==> src/rtl/mssd_pkg.sv <==
// Package for the multiplexed seven-segment clock driver: types, constants and decode functions.
package mssd_pkg;

    typedef enum logic [1:0] {
        OP_TICK  = 2'd0,
        OP_SHOW  = 2'd1,
        OP_COLON = 2'd2,
        OP_CLEAR = 2'd3
    } op_t;

    // One queued byte job: the segment byte and the digit lines shown after the latch.
    typedef struct packed {
        logic [7:0] seg_byte;
        logic [3:0] lines_n;
    } job_t;

    // Read side of the job queue as seen by the serializer.
    typedef struct packed {
        logic nonempty;
        job_t head;
    } q_rd_t;

    localparam logic [3:0]  COLON_POINTS     = 4'b0110;
    localparam logic [7:0]  POINT_BIT        = 8'h80;
    localparam logic [7:0]  HOUR_MAX         = 8'd23;
    localparam logic [7:0]  MINUTE_MAX       = 8'd59;
    localparam logic [7:0]  RADIX            = 8'd10;
    localparam logic [15:0] INTERVAL_RESET   = 16'd2000;
    localparam logic [3:0]  LINES_ALL_OFF    = 4'hF;

    // Tens digit of a value below 60.
    function automatic logic [3:0] tens_of(input logic [7:0] v);
        logic [3:0] t;
        t = 4'd0;
        for (int i = 1; i <= 5; i++)
        begin
            if (v >= 8'(i * 10))
                t = 4'(i);
        end
        return t;
    endfunction

    function automatic logic [3:0] ones_of(input logic [7:0] v, input logic [3:0] t);
        logic [7:0] r;
        r = v - ({4'd0, t} * RADIX);
        return r[3:0];
    endfunction

    // Common-cathode pattern; the turned form swaps A/D, B/E, C/F for an upside-down digit.
    function automatic logic [7:0] seg_pattern(input logic [3:0] value, input logic turned);
        logic [7:0] p;
        unique case (value)
            4'd0:    p = 8'h3F;
            4'd1:    p = 8'h06;
            4'd2:    p = 8'h5B;
            4'd3:    p = 8'h4F;
            4'd4:    p = 8'h66;
            4'd5:    p = 8'h6D;
            4'd6:    p = 8'h7D;
            4'd7:    p = 8'h07;
            4'd8:    p = 8'h7F;
            4'd9:    p = 8'h6F;
            default: p = 8'h3F;
        endcase
        if (turned)
            p = {1'b0, p[6], p[2], p[1], p[0], p[5], p[4], p[3]};
        return p;
    endfunction

endpackage

==> src/rtl/mssd_if.sv <==
// Channel interfaces for the command words and the serial bit words.
interface mssd_in_if;
    logic       valid;
    logic       ready;
    logic [1:0] op;
    logic [7:0] hours;
    logic [7:0] minutes;
    logic       colon_on;

    modport source (output valid, output op, output hours, output minutes, output colon_on,
                    input ready);
    modport sink   (input valid, input op, input hours, input minutes, input colon_on,
                    output ready);
endinterface

interface mssd_out_if;
    logic       valid;
    logic       ready;
    logic       serial_bit;
    logic       last_bit;
    logic [3:0] digit_lines_n;

    modport source (output valid, output serial_bit, output last_bit, output digit_lines_n,
                    input ready);
    modport sink   (input valid, input serial_bit, input last_bit, input digit_lines_n,
                    output ready);
endinterface

==> src/rtl/mssd_front.sv <==
// Command front end: holds the digit store, points, scan state and tick counter, and queues byte jobs.
module mssd_front
    import mssd_pkg::*;
(
    input  logic         clk,
    input  logic         rst_n,
    input  logic         cfg_we,
    input  logic [15:0]  cfg_data,
    mssd_in_if.sink      in_ch,
    input  logic         q_full,
    output logic         q_push,
    output job_t         q_job
);

    logic [15:0] interval_reg;
    logic [7:0]  digit_store_reg [4];
    logic [7:0]  digit_store_next [4];
    logic [3:0]  point_mask_reg, point_mask_next;
    logic [1:0]  scan_index_reg, scan_index_next;
    logic [15:0] tick_count_reg, tick_count_next;

    logic        accept;
    logic [15:0] count_inc;
    logic [7:0]  hours_c;
    logic [7:0]  minutes_c;
    logic [3:0]  h_tens, m_tens;

    assign in_ch.ready = !q_full;
    assign accept      = in_ch.valid && in_ch.ready;
    assign count_inc   = tick_count_reg + 16'd1;
    assign hours_c     = (in_ch.hours > HOUR_MAX) ? 8'd0 : in_ch.hours;
    assign minutes_c   = (in_ch.minutes > MINUTE_MAX) ? 8'd0 : in_ch.minutes;
    assign h_tens      = tens_of(hours_c);
    assign m_tens      = tens_of(minutes_c);

    always_comb
    begin
        digit_store_next = digit_store_reg;
        point_mask_next  = point_mask_reg;
        scan_index_next  = scan_index_reg;
        tick_count_next  = tick_count_reg;
        q_push           = 1'b0;
        q_job            = '0;
        if (accept)
        begin
            unique case (op_t'(in_ch.op))
                OP_TICK:
                begin
                    if (count_inc >= interval_reg)
                    begin
                        tick_count_next = 16'd0;
                        scan_index_next = scan_index_reg + 2'd1;
                        q_push          = 1'b1;
                        q_job.seg_byte  = digit_store_reg[scan_index_reg]
                                        | (point_mask_reg[scan_index_reg] ? POINT_BIT : 8'h00);
                        q_job.lines_n   = ~(4'b0001 << scan_index_reg);
                    end
                    else
                    begin
                        tick_count_next = count_inc;
                    end
                end
                OP_SHOW:
                begin
                    digit_store_next[0] = seg_pattern(h_tens, 1'b0);
                    digit_store_next[1] = seg_pattern(ones_of(hours_c, h_tens), 1'b0);
                    digit_store_next[2] = seg_pattern(m_tens, 1'b1);
                    digit_store_next[3] = seg_pattern(ones_of(minutes_c, m_tens), 1'b1);
                end
                OP_COLON:
                begin
                    point_mask_next = in_ch.colon_on ? (point_mask_reg | COLON_POINTS)
                                                     : (point_mask_reg & ~COLON_POINTS);
                end
                OP_CLEAR:
                begin
                    for (int i = 0; i < 4; i++)
                        digit_store_next[i] = 8'h00;
                    point_mask_next = 4'd0;
                    q_push          = 1'b1;
                    q_job.seg_byte  = 8'h00;
                    q_job.lines_n   = LINES_ALL_OFF;
                end
                default: ;
            endcase
        end
    end

    always_ff @(posedge clk or negedge rst_n)
    begin
        if (!rst_n)
        begin
            interval_reg   <= INTERVAL_RESET;
            for (int i = 0; i < 4; i++)
                digit_store_reg[i] <= 8'h00;
            point_mask_reg <= 4'd0;
            scan_index_reg <= 2'd0;
            tick_count_reg <= 16'd0;
        end
        else
        begin
            if (cfg_we)
                interval_reg <= cfg_data;
            digit_store_reg <= digit_store_next;
            point_mask_reg  <= point_mask_next;
            scan_index_reg  <= scan_index_next;
            tick_count_reg  <= tick_count_next;
        end
    end

endmodule

==> src/rtl/mssd_fifo.sv <==
// Short job queue between the command front end and the serializer.
module mssd_fifo
    import mssd_pkg::*;
#(
    parameter int DEPTH = 2
)
(
    input  logic  clk,
    input  logic  rst_n,
    input  logic  push,
    input  job_t  push_job,
    output logic  full,
    input  logic  pop,
    output q_rd_t rd
);

    localparam int IDX_W = $clog2(DEPTH);
    localparam int CNT_W = $clog2(DEPTH + 1);

    job_t             mem [DEPTH];
    logic [IDX_W-1:0] wr_ptr_reg, rd_ptr_reg;
    logic [CNT_W-1:0] count_reg;

    assign full        = (count_reg == CNT_W'(DEPTH));
    assign rd.nonempty = (count_reg != '0);
    assign rd.head     = mem[rd_ptr_reg];

    always_ff @(posedge clk)
    begin
        if (push)
            mem[wr_ptr_reg] <= push_job;
    end

    always_ff @(posedge clk or negedge rst_n)
    begin
        if (!rst_n)
        begin
            wr_ptr_reg <= '0;
            rd_ptr_reg <= '0;
            count_reg  <= '0;
        end
        else
        begin
            if (push)
                wr_ptr_reg <= (wr_ptr_reg == IDX_W'(DEPTH - 1)) ? '0 : wr_ptr_reg + 1'b1;
            if (pop)
                rd_ptr_reg <= (rd_ptr_reg == IDX_W'(DEPTH - 1)) ? '0 : rd_ptr_reg + 1'b1;
            if (push && !pop)
                count_reg <= count_reg + 1'b1;
            else if (pop && !push)
                count_reg <= count_reg - 1'b1;
        end
    end

endmodule

==> src/rtl/mssd_back.sv <==
// Serializer: shifts each queued byte out MSB first through an output register, one bit per word.
module mssd_back
    import mssd_pkg::*;
(
    input  logic       clk,
    input  logic       rst_n,
    input  q_rd_t      rd,
    output logic       pop,
    mssd_out_if.source out_ch
);

    logic [6:0] shift_reg, shift_next;
    logic [2:0] cnt_reg, cnt_next;
    logic       busy_reg, busy_next;
    logic [3:0] lines_reg, lines_next;
    logic       out_valid_reg, out_valid_next;
    logic       out_bit_reg, out_bit_next;
    logic       out_last_reg, out_last_next;
    logic [3:0] out_lines_reg, out_lines_next;
    logic       advance;

    assign advance = !out_valid_reg || out_ch.ready;

    assign out_ch.valid         = out_valid_reg;
    assign out_ch.serial_bit    = out_bit_reg;
    assign out_ch.last_bit      = out_last_reg;
    assign out_ch.digit_lines_n = out_lines_reg;

    always_comb
    begin
        shift_next     = shift_reg;
        cnt_next       = cnt_reg;
        busy_next      = busy_reg;
        lines_next     = lines_reg;
        out_valid_next = out_valid_reg;
        out_bit_next   = out_bit_reg;
        out_last_next  = out_last_reg;
        out_lines_next = out_lines_reg;
        pop            = 1'b0;
        if (advance)
        begin
            out_valid_next = 1'b0;
            if (busy_reg)
            begin
                out_valid_next = 1'b1;
                out_bit_next   = shift_reg[6];
                out_last_next  = (cnt_reg == 3'd7);
                out_lines_next = (cnt_reg == 3'd7) ? lines_reg : LINES_ALL_OFF;
                shift_next     = {shift_reg[5:0], 1'b0};
                cnt_next       = cnt_reg + 3'd1;
                busy_next      = (cnt_reg != 3'd7);
            end
            else if (rd.nonempty)
            begin
                // The first bit leaves straight from the queue head so bytes run back to back.
                pop            = 1'b1;
                out_valid_next = 1'b1;
                out_bit_next   = rd.head.seg_byte[7];
                out_last_next  = 1'b0;
                out_lines_next = LINES_ALL_OFF;
                shift_next     = rd.head.seg_byte[6:0];
                lines_next     = rd.head.lines_n;
                cnt_next       = 3'd1;
                busy_next      = 1'b1;
            end
        end
    end

    always_ff @(posedge clk or negedge rst_n)
    begin
        if (!rst_n)
        begin
            cnt_reg       <= 3'd0;
            busy_reg      <= 1'b0;
            out_valid_reg <= 1'b0;
        end
        else
        begin
            cnt_reg       <= cnt_next;
            busy_reg      <= busy_next;
            out_valid_reg <= out_valid_next;
        end
    end

    always_ff @(posedge clk)
    begin
        shift_reg     <= shift_next;
        lines_reg     <= lines_next;
        out_bit_reg   <= out_bit_next;
        out_last_reg  <= out_last_next;
        out_lines_reg <= out_lines_next;
    end

endmodule

==> src/rtl/muxed_seven_segment_clock_driver.sv <==
// Top level of the multiplexed seven-segment clock driver.
//
//   channel   dir  handshake      payload
//   in_ch     in   valid/ready    op, hours, minutes, colon_on
//   out_ch    out  valid/ready    serial_bit, last_bit, digit_lines_n
//   cfg       in   cfg_we         cfg_data = refresh_interval
//
// A command word is taken every cycle while the job queue has room; a word that
// starts a byte takes eight output words, and bytes follow each other with no gap
// while the output is ready, so the serializer sets the sustained byte rate.
// The queue fills and stops command words only when bytes are asked for faster than
// the output takes them.
// Reset clears all control state and the display state; the refresh interval resets to 2000.
// A stalled output holds its word while the front end keeps taking commands until the job queue is full.
module muxed_seven_segment_clock_driver
    import mssd_pkg::*;
#(
    parameter int QUEUE_DEPTH = 2
)
(
    input  logic        clk,
    input  logic        rst_n,
    input  logic        cfg_we,
    input  logic [15:0] cfg_data,
    mssd_in_if.sink     in_ch,
    mssd_out_if.source  out_ch
);

    logic  q_full;
    logic  q_push;
    logic  q_pop;
    job_t  q_job;
    q_rd_t q_rd;

    mssd_front u_front (
        .clk      (clk),
        .rst_n    (rst_n),
        .cfg_we   (cfg_we),
        .cfg_data (cfg_data),
        .in_ch    (in_ch),
        .q_full   (q_full),
        .q_push   (q_push),
        .q_job    (q_job)
    );

    mssd_fifo #(
        .DEPTH (QUEUE_DEPTH)
    ) u_fifo (
        .clk      (clk),
        .rst_n    (rst_n),
        .push     (q_push),
        .push_job (q_job),
        .full     (q_full),
        .pop      (q_pop),
        .rd       (q_rd)
    );

    mssd_back u_back (
        .clk    (clk),
        .rst_n  (rst_n),
        .rd     (q_rd),
        .pop    (q_pop),
        .out_ch (out_ch)
    );

    // Digit lines stay all high except on the last bit of a byte.
    a_lines_idle: assert property (@(posedge clk) disable iff (!rst_n)
        out_ch.valid && !out_ch.last_bit |-> out_ch.digit_lines_n == LINES_ALL_OFF)
        else $error("digit lines active before the latch");

    // After the latch at most one digit line is low.
    a_lines_onehot: assert property (@(posedge clk) disable iff (!rst_n)
        out_ch.valid && out_ch.last_bit |-> $countones(~out_ch.digit_lines_n) <= 1)
        else $error("more than one digit selected");

    // A pushed job leaves the queue nonempty in the next cycle.
    a_queue_push: assert property (@(posedge clk) disable iff (!rst_n)
        q_push |=> q_rd.nonempty)
        else $error("queue lost a pushed job");

endmodule
==> src/flat_wrapper.sv <==
// flat-port wrapper written by rule: the top's interface ports become plain ports
module muxed_seven_segment_clock_driver_flat import mssd_pkg::*;
#(
    parameter int QUEUE_DEPTH = 2
)
  (clk, rst_n, cfg_we, cfg_data, in_ch_valid, in_ch_op, in_ch_hours, in_ch_minutes, in_ch_colon_on, in_ch_ready, out_ch_valid, out_ch_serial_bit, out_ch_last_bit, out_ch_digit_lines_n, out_ch_ready);
  mssd_in_if in_ch_i ();
  mssd_out_if out_ch_i ();
  input  logic clk;
  input  logic rst_n;
  input  logic cfg_we;
  input  logic [15:0] cfg_data;
  input wire logic [$bits(in_ch_i.valid)-1:0] in_ch_valid;
  input wire logic [$bits(in_ch_i.op)-1:0] in_ch_op;
  input wire logic [$bits(in_ch_i.hours)-1:0] in_ch_hours;
  input wire logic [$bits(in_ch_i.minutes)-1:0] in_ch_minutes;
  input wire logic [$bits(in_ch_i.colon_on)-1:0] in_ch_colon_on;
  output wire logic [$bits(in_ch_i.ready)-1:0] in_ch_ready;
  output wire logic [$bits(out_ch_i.valid)-1:0] out_ch_valid;
  output wire logic [$bits(out_ch_i.serial_bit)-1:0] out_ch_serial_bit;
  output wire logic [$bits(out_ch_i.last_bit)-1:0] out_ch_last_bit;
  output wire logic [$bits(out_ch_i.digit_lines_n)-1:0] out_ch_digit_lines_n;
  input wire logic [$bits(out_ch_i.ready)-1:0] out_ch_ready;
  assign in_ch_i.valid = in_ch_valid;
  assign in_ch_i.op = in_ch_op;
  assign in_ch_i.hours = in_ch_hours;
  assign in_ch_i.minutes = in_ch_minutes;
  assign in_ch_i.colon_on = in_ch_colon_on;
  assign in_ch_ready = in_ch_i.ready;
  assign out_ch_valid = out_ch_i.valid;
  assign out_ch_serial_bit = out_ch_i.serial_bit;
  assign out_ch_last_bit = out_ch_i.last_bit;
  assign out_ch_digit_lines_n = out_ch_i.digit_lines_n;
  assign out_ch_i.ready = out_ch_ready;
  muxed_seven_segment_clock_driver #(.QUEUE_DEPTH(QUEUE_DEPTH)) u_core (.clk(clk), .rst_n(rst_n), .cfg_we(cfg_we), .cfg_data(cfg_data), .in_ch(in_ch_i), .out_ch(out_ch_i));
endmodule
==> config.mk <==
export PLATFORM = sky130hd
export DESIGN_NAME = muxed_seven_segment_clock_driver_flat
export DESIGN_NICKNAME = d
export VERILOG_FILES = /design/src/rtl/mssd_pkg.sv /design/src/rtl/mssd_if.sv /design/src/rtl/mssd_front.sv /design/src/rtl/mssd_fifo.sv /design/src/rtl/mssd_back.sv /design/src/rtl/muxed_seven_segment_clock_driver.sv /design/src/flat_wrapper.sv
export SDC_FILE = /design/constraint.sdc
export NUM_CORES = 1
export LEC_CHECK = 0
export ABC_CLOCK_PERIOD_IN_PS = 3800
export BUFFER_PORTS_ARGS = -buffer_cell sky130_fd_sc_hd__buf_2
export CORE_UTILIZATION = 50
export CTS_CLUSTER_DIAMETER = 120
export DETAILED_ROUTE_END_ITERATION = 8
export GPL_ROUTABILITY_DRIVEN = 0
export PLACE_DENSITY = 0.79
export SLEW_MARGIN = 15
export SYNTH_ARGS = -nofsm -noshare
export SYNTH_HDL_FRONTEND = slang
export SYNTH_SLANG_ARGS = --single-unit
==> constraint.sdc <==
create_clock -name clk -period 3.8 [get_ports clk]
set_input_delay 0.95 -clock clk [delete_from_list [all_inputs] [get_ports clk]]
set_output_delay 0.95 -clock clk [all_outputs]
set_load 0.05 [all_outputs]
=== Word level (Yosys, flattened, before mapping) ===
Memory sizes are Yosys's and may differ from the RTL's.
Cells that the tools add are included.

* Latch bits: 0
* Input port bits: 40
* Memories: 5
* RAM bits: 24
* Register bits: 96
* ROM bits: 448

{| class="wikitable"
|+ Memory list
! name !! words !! width !! read ports !! clocked after memory_dff !! write ports !! RTL line !! source
|-
| (name not given) || 16 || 7 || 1 || 0 || 0 || mssd_pkg.sv:52 || <nowiki>unique case (value)</nowiki>
|-
| (name not given) || 16 || 7 || 1 || 0 || 0 || mssd_pkg.sv:52 ||
|-
| (name not given) || 16 || 7 || 1 || 0 || 0 || mssd_pkg.sv:52 ||
|-
| (name not given) || 16 || 7 || 1 || 0 || 0 || mssd_pkg.sv:52 ||
|-
| u_core.u_fifo.mem || 2 || 12 || 1 || 0 || 1 || mssd_fifo.sv:20 || <nowiki>job_t mem [DEPTH];</nowiki>
|}

* Add/sub/neg operators: 9
* Bitwise operators: 5
* $mul: 2
* Shifts and indexed selects: 1
* Equality and inequality tests: 6
* Div/mod/pow operators: 0
* Reductions and logical operators: 21
* Muxes and demuxes: 50
* Magnitude comparators: 15

{| class="wikitable"
|+ Operators by type and width
! kind !! number
|-
| one-hot mux 32 bit (2 select lines) || 1
|-
| two-way mux 8 bit || 5
|-
| greater-or-equal comparator 8 x 5 -> 1 bit (second input constant) || 4
|-
| greater-or-equal comparator 8 x 6 -> 1 bit (second input constant) || 4
|-
| two-way mux 4 bit || 8
|-
| two-way mux 12 bit || 2
|-
| one-hot mux 12 bit (2 select lines) || 1
|-
| two-way mux 1 bit || 18
|-
| adder 16 x 1 -> 16 bit (second input constant) || 1
|-
| binary-select mux 8 bit (select 2 bit) || 1
|-
| greater-or-equal comparator 16 bit || 1
|-
| greater-or-equal comparator 8 x 4 -> 1 bit (second input constant) || 2
|-
| two-way mux 16 bit || 1
|-
| two-way mux 7 bit || 2
|-
| two-way mux 3 bit || 4
|-
| nonzero test 2 bit || 5
|-
| AND reduction 3 bit || 3
|-
| > comparator 8 x 5 -> 1 bit (second input constant) || 1
|-
| > comparator 8 x 6 -> 1 bit (second input constant) || 1
|-
| multiplier 4 x 3 -> 3 bit (second input constant) || 2
|-
| two-way mux 2 bit || 4
|-
| bitwise OR 8 bit || 1
|-
| one-hot mux 4 bit (2 select lines) || 1
|-
| AND reduction 2 bit || 4
|-
| other kinds (21) || 32
|}

=== Logic depth before layout (Yosys ltp) ===
Gate-level depths: netlist (run 1).
An unclocked memory read counts as a cell.

* Word-level depth: 12
* Gate-level depth with buffers: 17
* Gate-level depth less buffers: 16

=== Hierarchy ===
Synthesis (run 1) repeated with hierarchy kept, for this count alone.

* Cell total of the unflattened synthesis: 593
* Area, all modules: 6,362.4 um2

{| class="wikitable"
|+ By module, submodules not included
! module !! sequential area each (um2) !! times used !! cells each !! area an instance (um2)
|-
| mssd_front || 1,584.0 || 1 || 486 || 4,366.7
|-
| mssd_fifo || 820.8 || 1 || 53 || 1,089.8
|-
| mssd_back || 635.6 || 1 || 54 || 905.9
|}

=== Worst setup path after synthesis (run 1) ===
No wires, ideal clock.

* Kind: register -> register
* Start: register u_core.u_front.tick_count_reg[6]
* End: memory u_core.u_fifo.mem[0][0] (netlist bit), enable pin
* Setup time: 0.396 ns
* Arrival time: 3.260 ns
* Required time: 3.404 ns
* Cell stages (with the launch flop): 14
* Path slack: 0.143 ns
* Cells stage by stage: dfrtp_1 and3_1 nand2_1 nor4_2 nand4_1 xnor2_1 ha_1 nand4_1 a211o_1 o211ai_1 a21o_1 buf_2 a21oi_1 nor3_1

* Word-level cells in the longest chain between the ends: 7

{| class="wikitable"
|+ RTL lines
! item !! RTL line !! source
|-
| start, declared || mssd_front.sv:20 || <nowiki>logic [15:0] tick_count_reg, tick_count_next;</nowiki>
|-
| start signal, assigned || mssd_front.sv:107 || <nowiki>tick_count_reg <= tick_count_next;</nowiki>
|-
| adder 16 x 1 -> 16 bit || mssd_front.sv:30 || <nowiki>assign count_inc = tick_count_reg + 16'd1;</nowiki>
|-
| greater-or-equal comparator 16 bit || mssd_front.sv:49 || <nowiki>if (count_inc >= interval_reg)</nowiki>
|-
| two-way mux 1 bit || mssd_front.sv:49 ||
|-
| one-hot mux 1 bit (2 select lines) || mssd_front.sv:46 || <nowiki>unique case (op_t'(in_ch.op))</nowiki>
|-
| two-way mux 1 bit || mssd_front.sv:44 || <nowiki>if (accept)</nowiki>
|-
| two-way mux 1 bit || mssd_fifo.sv:30 || <nowiki>if (push)</nowiki>
|-
| two-way mux 1 bit (not written as such) || mssd_fifo.sv:31 || <nowiki>mem[wr_ptr_reg] <= push_job;</nowiki>
|-
| end, declared || mssd_fifo.sv:20 ||
|}

No other way between the ends.

=== Worst setup path after layout (run 1) ===
* Start: register u_core.u_front.tick_count_reg[6]
* End: register u_core.u_fifo.count_reg[1]

* Word-level cells in the longest chain between the ends: 8

{| class="wikitable"
|+ RTL lines
! item !! RTL line !! source
|-
| adder 16 x 1 -> 16 bit (*) || mssd_front.sv:30 ||
|-
| greater-or-equal comparator 16 bit (*) || mssd_front.sv:49 ||
|-
| two-way mux 1 bit (*) || mssd_front.sv:49 ||
|-
| one-hot mux 1 bit (2 select lines) (*) || mssd_front.sv:46 ||
|-
| two-way mux 1 bit (*) || mssd_front.sv:44 ||
|-
| via u_core.q_push || muxed_seven_segment_clock_driver.sv:30 || <nowiki>logic q_push;</nowiki>
|-
| zero test 1 bit || mssd_fifo.sv:50 || <nowiki>else if (pop && !push)</nowiki>
|-
| logical AND 1 bit || mssd_fifo.sv:50 ||
|-
| nonzero test 2 bit (no source line) || -- ||
|-
| end signal, assigned || mssd_fifo.sv:49 || <nowiki>count_reg <= count_reg + 1'b1;</nowiki>
|-
| end signal, assigned || mssd_fifo.sv:51 || <nowiki>count_reg <= count_reg - 1'b1;</nowiki>
|-
| end, declared || mssd_fifo.sv:22 || <nowiki>logic [CNT_W-1:0] count_reg;</nowiki>
|}

Mark *: on every way through the listed nets, which the timed path passes. The rest lies on a longest branch.
A chain may end at the register's enable or synchronous reset.

==> flow_summary.toml, run 1 <==
[status]
status = "finished, final reports clean"

[worst_hold_path]
hold_class = "reg2reg"

[logic_synthesis]
synth.avg_cell_area_um2 = 10.5
synth-async-reset-ratio_pct = 63.7
seq_area_frac_synth_pct = 47.5
synth_cell_type_count = 72
syn_inst = 609
syn_area_um2 = 6400
synth.net_count = 699
ys_ff_latch = 113
synth_edf_count = 41
ys.flop_type = "dfrtp_1"
synth_warnings = 0

[cts]
post_cts_buffers = 0
cts-htree-levels = 4
root_buffer = "clkbuf_16"
cts_max_path_buffers = 2
clk_pin_slew_ps = 50
numCtsBuffers = 17
cts_tree = "built"
clock_sinks = 113
clk_latency_ps = 410

[grt]
gr-total-overflow = 0
antenna_found_initial = 0
first_global_vias = 4430
globalRouteTotalUtil_pct = 21.1
grt_start_max_net_pins = 42
grt_pass1_wl_um = 21300

[route]
drt-initial-drc-count = 349
firstDrtPassIters = 5
num_vias = 4611
remaining_drc_errors = 0
wl_per_cell_um = 15.1
wirelength_um = 12700
viasPerCell = 5.50
detail-route-antenna-nets = 0

[run]
max-cap-violations = 0

[sta]
fmax_mhz = 286
clock_skew_ps = 9.14
worst_pin_slew_ps = 787
final.setup.tns_ps = 0
max_slew_margin_pct = 47.5
drv_slew = 0
post-route-min-period_ps = 3500
setup_viol = 0
hold_viol_final = 0
rsz0062_at_grt = "no"
fin_crit_sh_pct = 92.1

[floorplanning]
io-pin-count = 48
die_w_um = 115
start_util_pct = 52.2
dieArea_um2 = 13300
coreArea_um2 = 12300
row_count = 40
chipHeight_um = 115

[finish]
final_area_um2 = 7410
syn_to_final_growth_pct = 15.7
insertedDiodeCount = 0
fillerInstances = 977
multi_input_area_um2 = 3080
largest_register_ff_count = 28
regArea_um2 = 3040
drive_gt1_share_pct = 19.1
nNetsFinal = 748

[placement]
portBuffers = 47
hpwl_um = 9230
place_area_um2 = 6810

[worst_setup_path]
critPathKind = "reg2reg"
arrival_ps = 3790
crit_chain = "and3_1 > nand2_1 > nor4_2 > nand4_1 > xnor2_1 > ha_1 > nand4_1 > a211o_1 > o211ai_1 > a21o_1 > a21oi_1 > nor2_1 > ha_1 > xor2_1 > nor2_1 > xor2_1"
critPathLaunchType = "flip-flop"
crit_slowest_cell = "dfrtp_1"
cp_max_fo = 6
max_stage_delay_ps = 430
cp-end-kind = "flip-flop"
cp_data_required_time_ps = 4090

[pwr]
vdd_drop_max_mv = 0.317
power_density_nw_per_um2 = 585
leakage_nw = 3.28
==> per-stage QoR <==
step / setup WS (ps) / cells / hold slack (ps) / util (%) / power (mW)
global placement: 468 / 807 / 458 / 55.6 / 2.69
detailed placement: 374 / 807 / 465 / 55.6 / 2.75
finish: 299 / 839 / 479 / 60.4 / 4.34
global route: 43.8 / 839 / 488 / 60.4 / 4.58
CTS: 363 / 839 / 477 / 60.4 / 4.35
floorplan: 143 / 609 / 442 / - / 2.48
==> critical path, delay by kind of cell (launching register included) <==
kind                       cells  cell delay, ps
and+or+nand+nor                7            1210
AOI/OAI and AO/OA              4             750
adders and majority gates      2             500
xor gates and xnor gates       3             460
DFF                            1             430
==> cells in the final DEF, fill, tap and decap left out, drive strengths merged, types with 3 or more instances in the layout <==
| cell | instances |
|---|---|
| nand2 | 93 |
| dfrtp | 66 |
| buf | 59 |
| o21ai | 49 |
| ha | 48 |
| edfxtp | 41 |
| inv | 40 |
| nor2 | 30 |
| clkbuf | 25 |
| a21oi | 19 |
| xnor2 | 16 |
| nand3 | 14 |
| nor2b | 11 |
| o31ai | 11 |
| mux2i | 10 |
| xor2 | 8 |
| nor3 | 8 |
| mux4 | 7 |
| or2 | 7 |
| a22o | 7 |
| mux2 | 7 |
| nand4 | 6 |
| a21o | 6 |
| nor3b | 6 |
| dfstp | 6 |
| nand2b | 6 |
| a211oi | 5 |
| and3 | 4 |
| and2 | 4 |
| clkinv | 4 |
| and4 | 3 |
| o211ai | 3 |
| o21a | 3 |
| bufinv | 3 |
| nor4 | 3 |
==> report_power, final <==
part	internal, mW	switching, mW
Clock	1.08	0.522
Combinational	0.430	0.491
Sequential	1.58	0.241
==> synth_stat cells (all sizes together), types with 3 or more instances <==
cell type / count / share of area (%)
a21o: 6 / 0.70
nand3: 14 / 1.1
and3: 4 / 0.39
a21oi: 19 / 1.5
buf: 13 / 1.3
a211oi: 5 / 0.66
o21ai: 49 / 3.8
xnor2: 16 / 2.6
dfrtp: 66 / 26
dfstp: 6 / 2.5
nand2b: 6 / 0.63
inv: 40 / 2.3
nor4: 3 / 0.39
mux4: 7 / 2.5
ha: 48 / 9.4
clkbuf: 16 / 0.96
o31ai: 11 / 1.4
nor2b: 11 / 1.1
and4: 3 / 0.41
nand4: 6 / 0.59
and2: 4 / 0.39
nand2: 93 / 5.5
mux2: 7 / 1.2
nor3b: 6 / 0.70
a22o: 7 / 0.96
edfxtp: 41 / 19
o21a: 3 / 0.35
nor3: 8 / 0.70
or2: 7 / 0.68
xor2: 8 / 1.1
mux2i: 10 / 1.6
o211ai: 3 / 0.35
nor2: 30 / 1.8
==> layout make-up <==
cell class	instances	share of cell area (%)
clock buffer	25	6.55
sequential	113	41.0
tap	168	2.84
clock inverter	7	1.49
inverter	40	2.03
timing repair buffer	59	4.56
multi-input combinational	427	41.5
==> worst paths after layout <==
| path | startpoint | end | slack [ps] | cells after the start |
|---|---|---|---|---|
| max | u_core.u_front.tick_count_reg[6] | u_core.u_fifo.count_reg[1] | 300 | 16 |
| min | u_core.u_front.digit_store_reg[11] | u_core.u_front.digit_store_reg[11] | 480 | 2 |
| max reg2reg | u_core.u_front.tick_count_reg[6] | u_core.u_fifo.count_reg[1] | 300 | 16 |
| min reg2reg | u_core.u_front.digit_store_reg[11] | u_core.u_front.digit_store_reg[11] | 480 | 2 |
| max in group asynchronous | rst_n | u_core.u_front.tick_count_reg[0] | 2490 | 2 |
| min in group asynchronous | rst_n | u_core.u_fifo.rd_ptr_reg | 610 | 1 |
==> repair_timing <==
| item | CTS | global route |
|---|---|---|
| endpoints found under the setup margin | 0 | 1 |
| gates resized for setup | 0 | 1 |
| hold buffers | 0 | 0 |
==> logic make-up (layout without fill, tap and decap cells) <==
family,after synthesis,in the layout,share of synthesized area (%)
buffers and inverters,69,131,4.55
AND/OR/NAND/NOR,204,204,15.7
multiplexers,24,24,5.25
adder cells (fa/ha/maj),50,50,10.0
XOR/XNOR,24,24,3.69
flip-flops,113,113,47.5
AO/OA/AOI/OAI,125,125,13.3
==> routing by layer <==
layer / share of wire [%] / up-vias / GRT usage, % / wire [µm]
li1: - / 2248 / - / -
met4: 1.4 / 0 / 6.93 / 180
met1: 47 / 2205 / 28.7 / 5920
met5: 0 / - / 0 / 0
met3: 4.4 / 18 / 5.85 / 554
met2: 48 / 140 / 32.6 / 6040
(Power assumes the default switching activity.)
==> inputs of run 2 (changes only) <==
--- a/config.mk
+++ b/config.mk
@@ -15,4 +15,5 @@
 export SLEW_MARGIN = 15
 export SYNTH_ARGS = -nofsm -noshare
 export SYNTH_HDL_FRONTEND = slang
+export SYNTH_HIERARCHICAL = 1
 export SYNTH_SLANG_ARGS = --single-unit
==> run 2 against run 1 <==
Against the previous run: largest cell class unchanged; register-to-register slack worse by 20 ps; critical path depth shrank 1; combinational power up 15%; highest routed layer unchanged; critical endpoint is now u_core/u_fifo/count_reg[1]; critical path type unchanged.
==> flow_summary.toml, run 2 <==
[logic_synthesis]
synth_cell_type_count = 59
syn_area_um2 = 6360
synth.net_count = 684
synth_area_leaders = "dfrtp_1, edfxtp_1, ha_1"
synth.most_common_cell = "nand2_1"
synth.avg_cell_area_um2 = 10.7
yosys-top-cells-count = "nand2_1, dfrtp_1, ha_1, o21ai_0, edfxtp_1"
synth_edf_count = 41
ys_ff_latch = 113
synth_warnings = 6
seq_area_frac_synth_pct = 47.8
ys.flop_type = "dfrtp_1"
synth-async-reset-ratio_pct = 63.7
syn_inst = 593
yosysTopAreaCell = "dfrtp_1"
yosysTopAreaCellShare_pct = 26.0

[finish]
layout_commonest_cell = "nand2_1"
final_cells = 819
nNetsFinal = 729
final_area_um2 = 7330
fillerInstances = 968
mostFrequentLayoutCells = "nand2_1, dfrtp_1, ha_1, o21ai_0, buf_2"
insertedDiodeCount = 0
largest_register_ff_count = 28
syn_to_final_growth_pct = 15.3
drive_gt1_share_pct = 20.0

[grt]
grt_pass1_wl_um = 20600
antenna_found_initial = 0
globalRouteTotalUtil_pct = 20.4
gr-total-overflow = 0
first_global_vias = 4394
grt_start_max_net_pins = 73

[floorplanning]
chipHeight_um = 115
io-pin-count = 48
row_count = 40
dieArea_um2 = 13200
die_w_um = 115
start_util_pct = 52.1
coreArea_um2 = 12200

[cts]
numCtsBuffers = 17
cts_tree = "built"
root_buffer = "clkbuf_16"
clk_pin_slew_ps = 50
clk_latency_ps = 410
hold_buffers = 0
cts_max_path_buffers = 2
clock_sinks = 113
cts-htree-levels = 4

[status]
status = "finished, final reports clean"

[route]
firstDrtPassIters = 5
num_vias = 4470
viasPerCell = 5.46
wirelength_um = 12600
detail-route-antenna-nets = 0
remaining_drc_errors = 0
drt-initial-drc-count = 348
wl_per_cell_um = 15.3

[pwr]
leakage_nw = 3.24
finalPower_mw = 4.55
vdd_drop_max_mv = 0.306
power_density_nw_per_um2 = 620

[sta]
hold_viol_final = 0
clock_skew_ps = 9.01
max_slew_margin_pct = 38.1
setup_viol = 0
rsz0062_at_grt = "no"
fmax_mhz = 284
fin_crit_sh_pct = 92.8
final.setup.tns_ps = 0
drv_slew = 0
post-route-min-period_ps = 3530
worst_pin_slew_ps = 928

[worst_setup_path]
cp_data_required_time_ps = 4120
critPathKind = "reg2reg"
cp_max_fo = 6
critPathLaunchType = "flip-flop"
max_stage_delay_ps = 440
crit_slowest_cell = "dfrtp_1"
crit_family = "simple AND/OR/NAND/NOR gates"
cp-end-kind = "flip-flop"
crit_buf_inv = 0
crit_chain = "and3_4 > and4_2 > nand4_4 > or2_1 > xnor2_1 > ha_1 > nand2_1 > nor2_1 > a211oi_1 > o21ai_1 > nand3_1 > nand2_1 > ha_1 > nor2_1 > xor2_1"
arrival_ps = 3850

[placement]
portBuffers = 47
hpwl_um = 8570
place_area_um2 = 6720
placed_cells = 787

[run]
max-cap-violations = 0

[worst_hold_path]
hold_class = "reg2reg"
-- run 2: cell types whose count changed after synthesis, sizes merged, moves of 6 or more --
cell	before	now
buf	13	7
mux2	7	22
mux2i	10	4
nand3	14	7
nor2	30	23
nor3	8	1
-- run 2: timing repair --
item	CTS	global route
gates resized for setup	0	1
setup buffers	0	0
endpoints found under the setup margin	0	1
-- run 2: final cells by class --
class                   count  area [µm²]  area share, %
inverters                  39         146           2.00
clock buffers              20         447           6.09
clock inverters            12         165           2.25
repair buffers             53         280           3.82
well taps                 168         210           2.87
flip-flops and latches    113        3040           41.5
multi-input cells         414        3050           41.5
-- run 2: final timing paths --
path,from,depth (start not counted),to,slack [ps]
max,u_core/u_front/tick_count_reg[2],15,u_core/u_fifo/count_reg[1],270
max reg2reg,u_core/u_front/tick_count_reg[2],15,u_core/u_fifo/count_reg[1],270
max in group asynchronous,rst_n,2,u_core/u_front/digit_store_reg[30],2430
min reg2reg,u_core/u_front/digit_store_reg[17],2,u_core/u_front/digit_store_reg[17],470
min,u_core/u_front/digit_store_reg[17],2,u_core/u_front/digit_store_reg[17],470
min in group asynchronous,rst_n,2,u_core/u_front/interval_reg[1],750
-- run 2: per-layer routing --
| metal | global-route usage, % | routed length, µm | vias up |
|---|---|---|---|
| li1 | - | - | 2156 |
| met1 | 26.6 | 5780 | 2164 |
| met2 | 32.8 | 6010 | 132 |
| met3 | 4.64 | 564 | 18 |
| met4 | 9.26 | 214 | 0 |
| met5 | 0 | 0 | - |
-- run 2: through the flow --
stage          hold slack (ps)  setup WS, ps  util (%)
4_1_cts                    478           267      60.1
3_3_place_gp               458           384      55.0
3_5_place_dp               467           238      55.0
5_1_grt                    507          28.0      60.1
2_1_floorplan              434           375         -
6_report                   471           274      60.1
-- run 2: cells by family after synthesis --
logic type               count (synthesis)  share of synthesized area (%)
multiplexers                            33                           7.59
AND/OR/NAND/NOR                        183                           14.1
adder cells (fa/ha/maj)                 51                           10.3
XOR/XNOR                                24                           3.54
AO/OA/AOI/OAI                          123                           12.3
buffers and inverters                   66                           4.42
flip-flops                             113                           47.8
-- run 2: power by group --
group	switching (mW)	leakage (nW)	total (mW)	internal, mW
Combinational	0.519	1.72	1.06	0.537
Clock	0.534	0.293	1.64	1.10
Sequential	0.277	1.23	1.86	1.58
Total	1.33	3.24	4.55	3.22
-- run 2: worst reg2reg max path, stage by stage (launching register included) --
cell,delay [ps]
dfrtp_1,440
and3_4,240
and4_2,340
nand4_4,160
or2_1,300
xnor2_1,140
ha_1,310
nand2_1,80
nor2_1,40
a211oi_1,320
o21ai_1,160
nand3_1,140
nand2_1,120
ha_1,350
nor2_1,140
xor2_1,160
